<file path="config.mk">
export PLATFORM = sky130hd
export DESIGN_NAME = prefix_code_five_bit_repacker
export DESIGN_NICKNAME = d
export VERILOG_FILES = /design/src/rtl/pcr_pkg.sv /design/src/rtl/prefix_code_five_bit_repacker.sv
export SDC_FILE = /design/constraint.sdc
export NUM_CORES = 1
export LEC_CHECK = 0
export BUFFER_PORTS_ARGS = -buffer_cell sky130_fd_sc_hd__buf_2
export CELL_PAD_IN_SITES_DETAIL_PLACEMENT = 1
export CELL_PAD_IN_SITES_GLOBAL_PLACEMENT = 2
export CORE_MARGIN = 4
export CORE_UTILIZATION = 41
export CTS_CLUSTER_SIZE = 28
export DETAILED_ROUTE_END_ITERATION = 8
export PLACE_DENSITY_LB_ADDON = 0.1
export SYNTH_ARGS = -nofsm -noshare
export SYNTH_HDL_FRONTEND = slang
export SYNTH_SLANG_ARGS = --single-unit
</file>
<file path="constraint.sdc">
create_clock -name clk -period 12.52 [get_ports clk]
set_input_delay 1.878 -clock clk [delete_from_list [all_inputs] [get_ports clk]]
set_output_delay 1.878 -clock clk [all_outputs]
set_load 0.02 [all_outputs]
</file>
<file path="src/rtl/pcr_pkg.sv">
// Shared types, code table and output alphabet for the five-bit repacker.
package pcr_pkg;

    localparam int GROUP_BITS = 5;

    typedef struct packed {
        logic       kind;
        logic [7:0] char_code;
    } item_t;

    typedef struct packed {
        logic [7:0] symbol;
        logic       has_symbol;
        logic       end_of_line;
        logic       run_last;
    } result_t;

    typedef struct packed {
        logic [7:0] bits;
        logic [3:0] len;
    } code_t;

    localparam logic KIND_CHAR = 1'b0;
    localparam logic KIND_EOL  = 1'b1;

    // Prefix code per character; len of zero means not in the table.
    function automatic code_t code_lookup(input logic [7:0] ch);
        code_t c;
        c = '{bits: 8'h00, len: 4'd0};
        case (ch)
            8'h20: c = '{bits: 8'h05, len: 4'd3};
            8'h27: c = '{bits: 8'h00, len: 4'd6};
            8'h2C: c = '{bits: 8'h03, len: 4'd6};
            8'h2D: c = '{bits: 8'h91, len: 4'd8};
            8'h2E: c = '{bits: 8'h11, len: 4'd6};
            8'h3F: c = '{bits: 8'h01, len: 4'd6};
            8'h41: c = '{bits: 8'h25, len: 4'd6};
            8'h42: c = '{bits: 8'h9A, len: 4'd8};
            8'h43: c = '{bits: 8'h05, len: 4'd4};
            8'h44: c = '{bits: 8'h01, len: 4'd4};
            8'h45: c = '{bits: 8'h06, len: 4'd3};
            8'h46: c = '{bits: 8'h09, len: 4'd5};
            8'h47: c = '{bits: 8'h9B, len: 4'd8};
            8'h48: c = '{bits: 8'h10, len: 4'd6};
            8'h49: c = '{bits: 8'h07, len: 4'd4};
            8'h4A: c = '{bits: 8'h98, len: 4'd8};
            8'h4B: c = '{bits: 8'h06, len: 4'd4};
            8'h4C: c = '{bits: 8'h04, len: 4'd5};
            8'h4D: c = '{bits: 8'h99, len: 4'd8};
            8'h4E: c = '{bits: 8'h9E, len: 4'd8};
            8'h4F: c = '{bits: 8'h05, len: 4'd5};
            8'h50: c = '{bits: 8'h07, len: 4'd3};
            8'h51: c = '{bits: 8'h9F, len: 4'd8};
            8'h52: c = '{bits: 8'h08, len: 4'd4};
            8'h53: c = '{bits: 8'h06, len: 4'd5};
            8'h54: c = '{bits: 8'h07, len: 4'd5};
            8'h55: c = '{bits: 8'h9C, len: 4'd8};
            8'h56: c = '{bits: 8'h9D, len: 4'd8};
            8'h57: c = '{bits: 8'h02, len: 4'd6};
            8'h58: c = '{bits: 8'h92, len: 4'd8};
            8'h59: c = '{bits: 8'h93, len: 4'd8};
            8'h5A: c = '{bits: 8'h90, len: 4'd8};
            default: c = '{bits: 8'h00, len: 4'd0};
        endcase
        return c;
    endfunction

    // 5-bit group to output character: A..Z, then space . , - ' ?
    function automatic logic [7:0] group_char(input logic [4:0] g);
        logic [7:0] s;
        s = 8'h41 + {3'b000, g};
        case (g)
            5'd26:   s = 8'h20;
            5'd27:   s = 8'h2E;
            5'd28:   s = 8'h2C;
            5'd29:   s = 8'h2D;
            5'd30:   s = 8'h27;
            5'd31:   s = 8'h3F;
            default: s = 8'h41 + {3'b000, g};
        endcase
        return s;
    endfunction

endpackage

</file>
<file path="src/rtl/prefix_code_five_bit_repacker.sv">
// Top level: prefix-code characters repacked into 5-bit alphabet symbols.
//
//   channel  signals                         direction  payload
//   item     item_valid / item_ready / item  in         pcr_pkg::item_t
//   result   result_valid / result_ready     out        pcr_pkg::result_t
//
// A request is staged in an input register, decoded in one pass and any
// results (none, one or two) land in a two-entry result buffer. One item
// per cycle when it yields at most one result; after an item yielding two
// results, the next item waits until the single result port takes the
// second. Stalls on the result side back up through the buffer to
// item_ready. Reset clears the accumulator and all valid flags.
module prefix_code_five_bit_repacker (
    input  logic              clk,
    input  logic              rst_n,
    input  logic              item_valid,
    output logic              item_ready,
    input  pcr_pkg::item_t    item,
    output logic              result_valid,
    input  logic              result_ready,
    output pcr_pkg::result_t  result
);
    import pcr_pkg::*;

    logic       in_valid_reg, in_valid_next;
    item_t      in_item_reg;
    logic [3:0] pend_bits_reg, pend_bits_next;
    logic [2:0] pend_cnt_reg, pend_cnt_next;
    logic       head_valid_reg, head_valid_next;
    result_t    head_reg, head_next;
    logic       tail_valid_reg, tail_valid_next;
    result_t    tail_reg, tail_next;

    code_t      code;
    logic [11:0] acc;
    logic [3:0] total;
    logic [3:0] sh0, sh1;
    logic [4:0] g0, g1, geol;
    logic [1:0] n_res;
    logic [3:0] rem;
    logic [11:0] rem_mask;
    result_t    r0, r1;
    logic       slots_free, load, pop;

    assign pop        = head_valid_reg && result_ready;
    assign slots_free = !head_valid_reg || (result_ready && !tail_valid_reg);
    assign load       = in_valid_reg && slots_free;
    assign item_ready = !in_valid_reg || slots_free;

    assign result_valid = head_valid_reg;
    assign result       = head_reg;

    always_comb
    begin
        code  = code_lookup(in_item_reg.char_code);
        acc   = ({8'b0, pend_bits_reg} << code.len) | {4'b0, code.bits};
        total = {1'b0, pend_cnt_reg} + code.len;
        sh0   = total - 4'(GROUP_BITS);
        sh1   = total - 4'(2 * GROUP_BITS);
        g0    = 5'(acc >> sh0);
        g1    = 5'(acc >> sh1);
        geol  = 5'({1'b0, pend_bits_reg} << (3'(GROUP_BITS) - pend_cnt_reg));

        if (code.len == 4'd0)
        begin
            n_res = 2'd0;
            rem   = {1'b0, pend_cnt_reg};
        end
        else if (total >= 4'(2 * GROUP_BITS))
        begin
            n_res = 2'd2;
            rem   = sh1;
        end
        else if (total >= 4'(GROUP_BITS))
        begin
            n_res = 2'd1;
            rem   = sh0;
        end
        else
        begin
            n_res = 2'd0;
            rem   = total;
        end
        rem_mask = (12'd1 << rem) - 12'd1;

        r0 = '{symbol: group_char(g0), has_symbol: 1'b1, end_of_line: 1'b0,
               run_last: (n_res == 2'd1)};
        r1 = '{symbol: group_char(g1), has_symbol: 1'b1, end_of_line: 1'b0,
               run_last: 1'b1};

        pend_bits_next = pend_bits_reg;
        pend_cnt_next  = pend_cnt_reg;
        if (load)
        begin
            if (in_item_reg.kind == KIND_EOL)
            begin
                n_res = 2'd1;
                if (pend_cnt_reg != 3'd0)
                    r0 = '{symbol: group_char(geol), has_symbol: 1'b1,
                           end_of_line: 1'b1, run_last: 1'b1};
                else
                    r0 = '{symbol: 8'h00, has_symbol: 1'b0,
                           end_of_line: 1'b1, run_last: 1'b1};
                pend_bits_next = 4'd0;
                pend_cnt_next  = 3'd0;
            end
            else
            begin
                pend_bits_next = 4'(acc & rem_mask);
                pend_cnt_next  = 3'(rem);
            end
        end

        // result buffer: pop first, a load (only possible when room) overrides
        in_valid_next   = in_valid_reg;
        head_valid_next = head_valid_reg;
        head_next       = head_reg;
        tail_valid_next = tail_valid_reg;
        tail_next       = tail_reg;
        if (pop)
        begin
            if (tail_valid_reg)
            begin
                head_next       = tail_reg;
                tail_valid_next = 1'b0;
            end
            else
                head_valid_next = 1'b0;
        end
        if (load)
        begin
            in_valid_next = 1'b0;
            if (n_res != 2'd0)
            begin
                head_valid_next = 1'b1;
                head_next       = r0;
                tail_valid_next = (n_res == 2'd2);
                tail_next       = r1;
            end
        end
        if (item_valid && item_ready)
            in_valid_next = 1'b1;
    end

    always_ff @(posedge clk or negedge rst_n)
    begin
        if (!rst_n)
        begin
            in_valid_reg   <= 1'b0;
            head_valid_reg <= 1'b0;
            tail_valid_reg <= 1'b0;
            pend_bits_reg  <= 4'd0;
            pend_cnt_reg   <= 3'd0;
        end
        else
        begin
            in_valid_reg   <= in_valid_next;
            head_valid_reg <= head_valid_next;
            tail_valid_reg <= tail_valid_next;
            pend_bits_reg  <= pend_bits_next;
            pend_cnt_reg   <= pend_cnt_next;
        end
    end

    always_ff @(posedge clk)
    begin
        if (item_valid && item_ready)
            in_item_reg <= item;
        head_reg <= head_next;
        tail_reg <= tail_next;
    end

endmodule
</file>
# After elaboration in Yosys (flattened, before gate mapping)
# Memories as Yosys holds them, arrays and structs flattened. A register that Yosys moved wholly into a read port is not among the register bits.
# Cells that the tools add are included.
[op_classes]
eq_ne = 20
div = 0
add_sub_neg = 8
mux = 30
multipliers = 0
bitwise = 2
n_reduce_logical = 14
order_cmp = 2
shift = 5
[op_table]
columns = ["op", "n"]
rows = [
  ["8-bit case mux with 6 select lines", 3],
  ["5-bit equality test (second input constant)", 18],
  ["11-bit 2-to-1 mux", 6],
  ["7-bit by 5-bit adder with 8-bit output (first input constant)", 3],
  ["12-bit by 4-bit right shift with 5-bit output", 2],
  ["4-bit 2-to-1 mux", 4],
  ["12-bit 2-to-1 mux", 1],
  ["12-bit by 8-bit bitwise OR with 12-bit output", 1],
  ["4-bit by 4-bit << shifter with 12-bit output", 1],
  ["1-bit 2-to-1 mux", 10],
  ["2-bit 2-to-1 mux", 4],
  ["7-bit 2-to-1 mux", 1],
  ["4-bit by 3-bit << shifter with 5-bit output", 1],
  ["3-bit by 4-bit adder with 4-bit output", 1],
  ["4-bit AND", 1],
  ["4-bit by 3-bit greater-or-equal comparator with 1-bit output (second input constant)", 1],
  ["4-bit greater-or-equal comparator (second input constant)", 1],
  ["1-bit logical AND", 4],
  ["4-bit zero test", 1],
  ["2-bit nonzero test", 2],
  ["1-bit by 4-bit << shifter with 4-bit output (first input constant)", 1],
  ["4-bit by 1-bit subtractor with 4-bit output (second input constant)", 1],
  ["4-bit by 3-bit subtractor with 4-bit output (second input constant)", 1],
  ["4-bit subtractor (second input constant)", 1],
  ["other kinds (8)", 11],
]
[word_totals]
out_inout_bits = 13
mem_count = 1
word_cells = 94
rom_bits = 1408
latch_bits = 0
reg_bits = 38
mem_bits_rw = 0
in_bits = 13
[mem_list]
columns = ["memory", "words", "word_bits", "rd", "rd_ports_with_merged_regs", "write_ports", "line", "text"]
rows = [
  ["(no name shown)", 128, 11, 1, 1, 0, "pcr_pkg.sv:30", "case (ch)"],
]

# Depth between registers and ports, before layout
# Gate-level depths: netlist of run 1.
[logic_depth]
word_depth = 11
mapped_depth = 24
mapped_depth_nobuf = 21

# Worst setup path before layout of run 1
# No wires, ideal clock.
[synth_timing]
path_kind = "input port to flip-flop"
from = "input result_ready"
to = "register with a tool-made name"
cell_stages = 13
setup_slack_ns = 7.451
path_buffers = 3
required_ns = 12.373
setup_ns = 0.147
t_arrival_ns = 4.922
cell_sequence = "inv_1 -> o211ai_1 -> and2_1 -> clkbuf_1 -> buf_1 -> mux2i_1 -> ha_1 -> clkbuf_1 -> nand2_1 -> o21ai_0 -> a221oi_1 -> o32a_1 -> o22ai_1"
[synth_lines]
columns = ["item", "line", "text"]
rows = [
  ["start: declaration", "prefix_code_five_bit_repacker.sv:20", "input logic result_ready,"],
]

==> flow_metrics.env, run 1 <==
export IMPL_core_mm2=0.0121
export IMPL_synth_edf_count=16
export IMPL_synthMostInstantiatedCell="nand2_1"
export IMPL_worst_pin_slew_ns=1.10
export IMPL_die_h_um=119
export IMPL_nets=682
export IMPL_grt_pass1_wl_mm=27.1
export IMPL_clockBufferDepth=2
export IMPL_fillers=1461
export IMPL_ios=26
export IMPL_cp_start_kind="flip-flop"
export IMPL_multiInputGateArea_mm2=0.00364
export IMPL_synth_flop_cell="dfxtp_1"
export IMPL_grt_use_total_pct=23.2
export IMPL_root_buffer="clkbuf_16"
export IMPL_numCtsBuffers=5
export IMPL_synth_warnings=0
export IMPL_drive_above_1_share_pct=11.4
export IMPL_crit_type="flip-flop to flip-flop"
export IMPL_cts_hold_buffers=0
export IMPL_clock_sinks=47
export IMPL_worst_slack_ns=6.57
export IMPL_worst_endpoint_arrival_ns=6.14
export IMPL_die_x_um=119
export IMPL_wl_mm=16.4
export IMPL_routabilityCongestion=0.941
export IMPL_clock_latency_ns=0.31
export IMPL_pwr_density_cell_mw_per_mm2=112
export IMPL_grt_setup_unrepaired="false"
export IMPL_required_ns=12.71
export IMPL_syn_cell_area_mm2=0.00509
export IMPL_first_pass_iters=7
export IMPL_htreeDepth=2
export IMPL_critPathMaxFanout=26
export IMPL_yosys_area_top_type="edfxtp_1"
export IMPL_status="complete, no violations"
export IMPL_wire_per_inst_um=20.3
export IMPL_io_buffers=25
export IMPL_initial_core_util_pct=42.2
export IMPL_hold_violations=0
export IMPL_power_leakage_nw=2.07
export IMPL_synth_cell_type_count=89
export IMPL_synthesis_nets=689
export IMPL_drv_slew=0
export IMPL_syn_area_per_cell_um2=7.87
export IMPL_dp_hpwl_mm=12.6
export IMPL_area_growth_syn_to_layout_pct=7.45
export IMPL_ys_ff_latch=47
export IMPL_gr_total_overflow=0
export IMPL_n_antenna_cell=0
export IMPL_hold_class="flip-flop to flip-flop"
export IMPL_tns_ns=0
export IMPL_synth_top_cell_area_share_pct=9.44
export IMPL_fin_cells=809
export IMPL_finalCriticalPeriod_ns=5.95
export IMPL_met2_usage_pct=38.5
export IMPL_slew_headroom_pct=24.5
export IMPL_clkTransAtPathRegs_ns=0.07
export IMPL_met3_usage_pct=3.23
export IMPL_drc=0
export IMPL_dpl_cell_count=801
export IMPL_synthCells=647
export IMPL_die_area_mm2=0.0143
export IMPL_grt_max_degree=31
export IMPL_vdd_drop_max_v=0.0000539
export IMPL_fmax_ghz=0.168
export IMPL_fin_skew_ns=0.0115
export IMPL_dp_slack_ns=6.73
export IMPL_setup_worst_path_end_class="flip-flop"
export IMPL_vias=5088
export IMPL_setup_violations=0
export IMPL_synth_area_leaders="edfxtp_1 (9.4%), dfxtp_1 (8.3%), ha_1 (7.1%)"
export IMPL_grtUsageMet1_pct=32.0
export IMPL_drt_iter0_markers=366
export IMPL_via_per_inst=6.29
export IMPL_post_cts_resized=0
export IMPL_top_usage_layer="met2"
export IMPL_rows=40
export IMPL_final_antenna_net_count=0
export IMPL_cap_violations=0
export IMPL_seqCellArea_mm2=0.00115
export IMPL_cts_setup_buffers=0
export IMPL_synth_seq_area_share_pct=22.6
export IMPL_yosys_top_cells_count="nand2_1 (74), nor2_1 (52), o21ai_0 (40)"
export IMPL_antenna_found_initial=0
export IMPL_cts_tree="yes"
export IMPL_async_reset_ff_share_pct=21.3
export IMPL_fin_crit_sh_pct=47.5
export IMPL_grt_pass1_vias=5081
==> layout by cell type (no fill, tap or decap), drive strengths merged, types with 9 or more instances in the layout <==
| cell | synthesis | final |
|---|---|---|
| buf | 15 | 31 |
| nand2b | 9 | 9 |
| nor3 | 18 | 18 |
| ha | 29 | 29 |
| a211oi | 14 | 14 |
| o211ai | 16 | 16 |
| mux2i | 18 | 18 |
| dfrtp | 10 | 10 |
| edfxtp | 16 | 16 |
| o221ai | 9 | 9 |
| nor2 | 52 | 52 |
| o21ai | 43 | 43 |
| nand3 | 18 | 18 |
| and2 | 10 | 10 |
| nand2 | 74 | 74 |
| a21oi | 38 | 38 |
| dfxtp | 21 | 21 |
| a31oi | 13 | 13 |
| inv | 28 | 29 |
==> cells by family after synthesis <==
group	after synthesis	synth area share, %
buf+inv	73	5.95
simple gates	236	23.3
compound gates	224	31.8
xor+xnor	6	1.03
fa+ha+maj	30	7.35
flops	47	22.6
mux	31	7.89
==> per-layer routing <==
metal / vias up / wire (µm)
met3: 24 / 589
li1: 2441 / -
met1: 2516 / 7720
met5: - / 0
met2: 107 / 7810
met4: 0 / 272
==> critical path: stages, from the launching register on <==
cell and delay [ns]:
edfxtp_1 0.84, nor2b_1 0.11, ha_1 0.29, ha_1 0.24, o21ai_0 0.41, nand3_1 0.30, nand2_1 0.19, inv_1 0.08
ha_1 0.18, a21oi_1 0.18, inv_1 0.10, xnor2_1 0.77, o311a_1 0.31, a2bb2oi_1 0.47, ha_1 0.27, inv_1 0.06
a211oi_1 0.33, o21ai_0 0.28, a31oi_1 0.34, a31oi_1 0.07
==> where the power goes <==
| part | switching [mW] | total (mW) | leakage (nW) | internal, mW |
|---|---|---|---|---|
| sequential | 0.0172 | 0.193 | 0.458 | 0.175 |
| combinational | 0.150 | 0.234 | 1.52 | 0.0840 |
| clock | 0.0673 | 0.183 | 0.0959 | 0.116 |
==> through the flow <==
stage	hold slack, ns	total power, mW	utilization [%]	instance area (µm²)
detailed placement	0.474	0.426	43.7	5270
finish	0.487	0.610	45.3	5470
CTS	0.484	0.611	45.3	5470
global route	0.516	0.648	45.3	5470
global placement	0.462	0.420	43.7	5270
floorplan	0.510	0.366	-	5090
==> area by class of cell <==
type / instances / share of cell area (%)
Clock buffer: 5 / 2.29
Multi-Input combinational cell: 527 / 66.5
Sequential cell: 47 / 21.0
Timing Repair Buffer: 31 / 3.11
Clock inverter: 3 / 1.30
Inverter: 28 / 1.92
Tap cell: 168 / 3.84
==> path summary, 6_finish.rpt <==
| check | start | slack [ns] | cells after the start | to |
|---|---|---|---|---|
| min in group asynchronous | rst_n | 1.43 | 1 | pend_bits_reg[1] |
| min | result[10] | 0.49 | 1 | result[10] |
| max reg2reg | in_item_reg[7] | 6.57 | 19 | result[7] |
| max in group asynchronous | rst_n | 10.88 | 1 | pend_cnt_reg[0] |
| min reg2reg | result[10] | 0.49 | 1 | result[10] |
| max | in_item_reg[7] | 6.57 | 19 | result[7] |
Note: power is estimated with default switching activity, not from simulation.
==> run 2: changes to the inputs <==
--- a/config.mk
+++ b/config.mk
@@ -9,7 +9,7 @@
 export CELL_PAD_IN_SITES_DETAIL_PLACEMENT = 1
 export CELL_PAD_IN_SITES_GLOBAL_PLACEMENT = 2
 export CORE_MARGIN = 4
-export CORE_UTILIZATION = 41
+export CORE_UTILIZATION = 38
 export CTS_CLUSTER_SIZE = 28
 export DETAILED_ROUTE_END_ITERATION = 8
 export PLACE_DENSITY_LB_ADDON = 0.1
==> constraint.sdc (replaced) <==
create_clock -name clk -period 6.1 [get_ports clk]
set_input_delay 0.915 -clock clk [delete_from_list [all_inputs] [get_ports clk]]
set_output_delay 0.915 -clock clk [all_outputs]
set_load 0.02 [all_outputs]
==> run 2 against run 1 <==
  * Combinational power up 110%
  * Critical endpoint is now result[8]
  * Sequential share of layout area is essentially flat
  * Via count is the same
  * Clock power grew 56%
  * Global-route usage down 0.47 points
  * Worst hold slack worse by 0.017 ns
==> flow_metrics.env, run 2 (synthesis gave the netlist of run 1 again) <==
export IMPL_grt_pass1_vias=5054
export IMPL_clockBufferDepth=2
export IMPL_slowest_stage="ha_1"
export IMPL_r2r_end="result[8]"
export IMPL_grtUsageMet1_pct=31.8
export IMPL_grt_max_degree=31
export IMPL_cp_cell_sequence="nor2b_1 > ha_1 > ha_1 > inv_2 > ha_1 > inv_1 > o2bb2ai_1 > a311oi_1 > o221ai_1 > o221ai_2 > o41a_1 > nand2b_1 > nor2_1 > ha_1 > nor2_1 > o41a_1 > nand3_1 > a31o_2"
export IMPL_final_common_cell="nand2_1"
export IMPL_worst_slack_ns=0.717
export IMPL_required_ns=6.30
export IMPL_met3_usage_pct=2.77
export IMPL_area_growth_syn_to_layout_pct=7.52
export IMPL_critPathMaxFanout=18
export IMPL_drt_iter0_markers=325
export IMPL_setup_violations=0
export IMPL_clock_latency_ns=0.30
export IMPL_worst_pin_slew_ns=0.984
export IMPL_layout_common_cells="nand2_1 (74), nor2_1 (52), o21ai_0 (40)"
export IMPL_gr_total_overflow=0
export IMPL_io_buffers=25
export IMPL_slew_headroom_pct=33.9
export IMPL_crit_top_cell="ha_1"
export IMPL_hold_violations=0
export IMPL_htreeDepth=2
export IMPL_crit_type="flip-flop to flip-flop"
export IMPL_clock_sinks=47
export IMPL_reg2reg_depth=18
export IMPL_drive_above_1_share_pct=12.1
export IMPL_core_mm2=0.0132
export IMPL_r2r_slack_ns=0.72
export IMPL_die_area_mm2=0.0153
export IMPL_finalCriticalPeriod_ns=5.38
export IMPL_grt_pass1_wl_mm=27.3
export IMPL_drc=0
export IMPL_initial_core_util_pct=38.6
export IMPL_drv_slew=0
export IMPL_nets=688
export IMPL_cts_hold_buffers=0
export IMPL_antenna_found_initial=0
export IMPL_vdd_drop_max_v=0.000105
export IMPL_wl_mm=17.1
export IMPL_root_buffer="clkbuf_16"
export IMPL_first_pass_iters=5
export IMPL_final_antenna_net_count=0
export IMPL_rows=42
export IMPL_tns_ns=0
export IMPL_worst_endpoint_arrival_ns=5.58
export IMPL_cap_violations=0
export IMPL_numCtsBuffers=5
export IMPL_routabilityCongestion=0.956
export IMPL_die_h_um=124
export IMPL_setup_worst_path_end_class="flip-flop"
export IMPL_vias=5088
export IMPL_fmax_ghz=0.186
export IMPL_via_per_inst=6.18
export IMPL_hold_class="input pin to asynchronous set/reset pin"
export IMPL_wire_per_inst_um=20.8
export IMPL_grt_setup_unrepaired="false"
export IMPL_status="complete, no violations"
export IMPL_fin_skew_ns=0.00640
export IMPL_post_cts_resized=0
export IMPL_met2_usage_pct=36.7
export IMPL_fin_crit_sh_pct=88.2
export IMPL_cts_tree="yes"
export IMPL_power_leakage_nw=2.07
export IMPL_die_x_um=124
export IMPL_dp_slack_ns=0.872
export IMPL_dp_hpwl_mm=13.2
export IMPL_slowest_delay_ns=0.70
export IMPL_pwr_density_cell_mw_per_mm2=214
export IMPL_cp_start_kind="flip-flop"
export IMPL_grt_use_total_pct=22.7
export IMPL_ios=26
export IMPL_top_usage_layer="met2"
export IMPL_clkTransAtPathRegs_ns=0.07
export IMPL_n_antenna_cell=0
export IMPL_cts_setup_buffers=0
[run 2: worst max-delay path: cells and delay by family (launching register included)]
kind / cells / cell delay [ns]
compound gates: 7 / 1.76
fa+ha+maj: 4 / 1.65
flops: 1 / 0.66
simple gates: 5 / 0.61
buf+inv: 2 / 0.58
[run 2: layer usage]
metal  vias to the layer above  part of all wire (%)
met4                         0                   2.0
met5                         -                     0
li1                       2460                     -
met2                       111                    46
met3                        22                   3.6
met1                      2495                    48
[run 2: per-stage QoR]
stage / power [mW] / cell area (µm²) / utilization, % / hold WS [ns] / cells
5_1_grt: 1.25 / 5470 / 41.5 / 0.472 / 823
6_report: 1.17 / 5470 / 41.5 / 0.470 / 823
3_5_place_dp: 0.884 / 5330 / 40.4 / 0.473 / 815
2_1_floorplan: 0.751 / 5090 / - / 0.510 / 647
3_3_place_gp: 0.876 / 5330 / 40.4 / 0.460 / 815
4_1_cts: 1.18 / 5470 / 41.5 / 0.467 / 823
[run 2: worst max path at each step]
stage	endpoint	cells after the start	slack, ns	startpoint
3_3_place_gp	tail_reg[6]	18	1.07	flip-flop
5_1_grt	result[8]	18	0.26	flip-flop
2_1_floorplan	tail_reg[6]	20	1.28	in_item_reg[7]
6_report	result[8]	18	0.72	flip-flop
3_5_place_dp	result[8]	18	0.87	flip-flop
4_1_cts	result[8]	18	0.79	flip-flop
[run 2: layout make-up]
type	count	area, µm²
repair buffers	37	215
clock buffers	5	125
flip-flops and latches	47	1150
well taps	176	220
fillers	1615	7720
inverters	28	105
clock inverters	3	20.0
multi-input cells	527	3640
[run 2: report_power, final]
part	leakage, nW	switching, mW	internal [mW]
sequential	0.458	0.0301	0.360
combinational	1.55	0.317	0.176
clock	0.0674	0.135	0.152
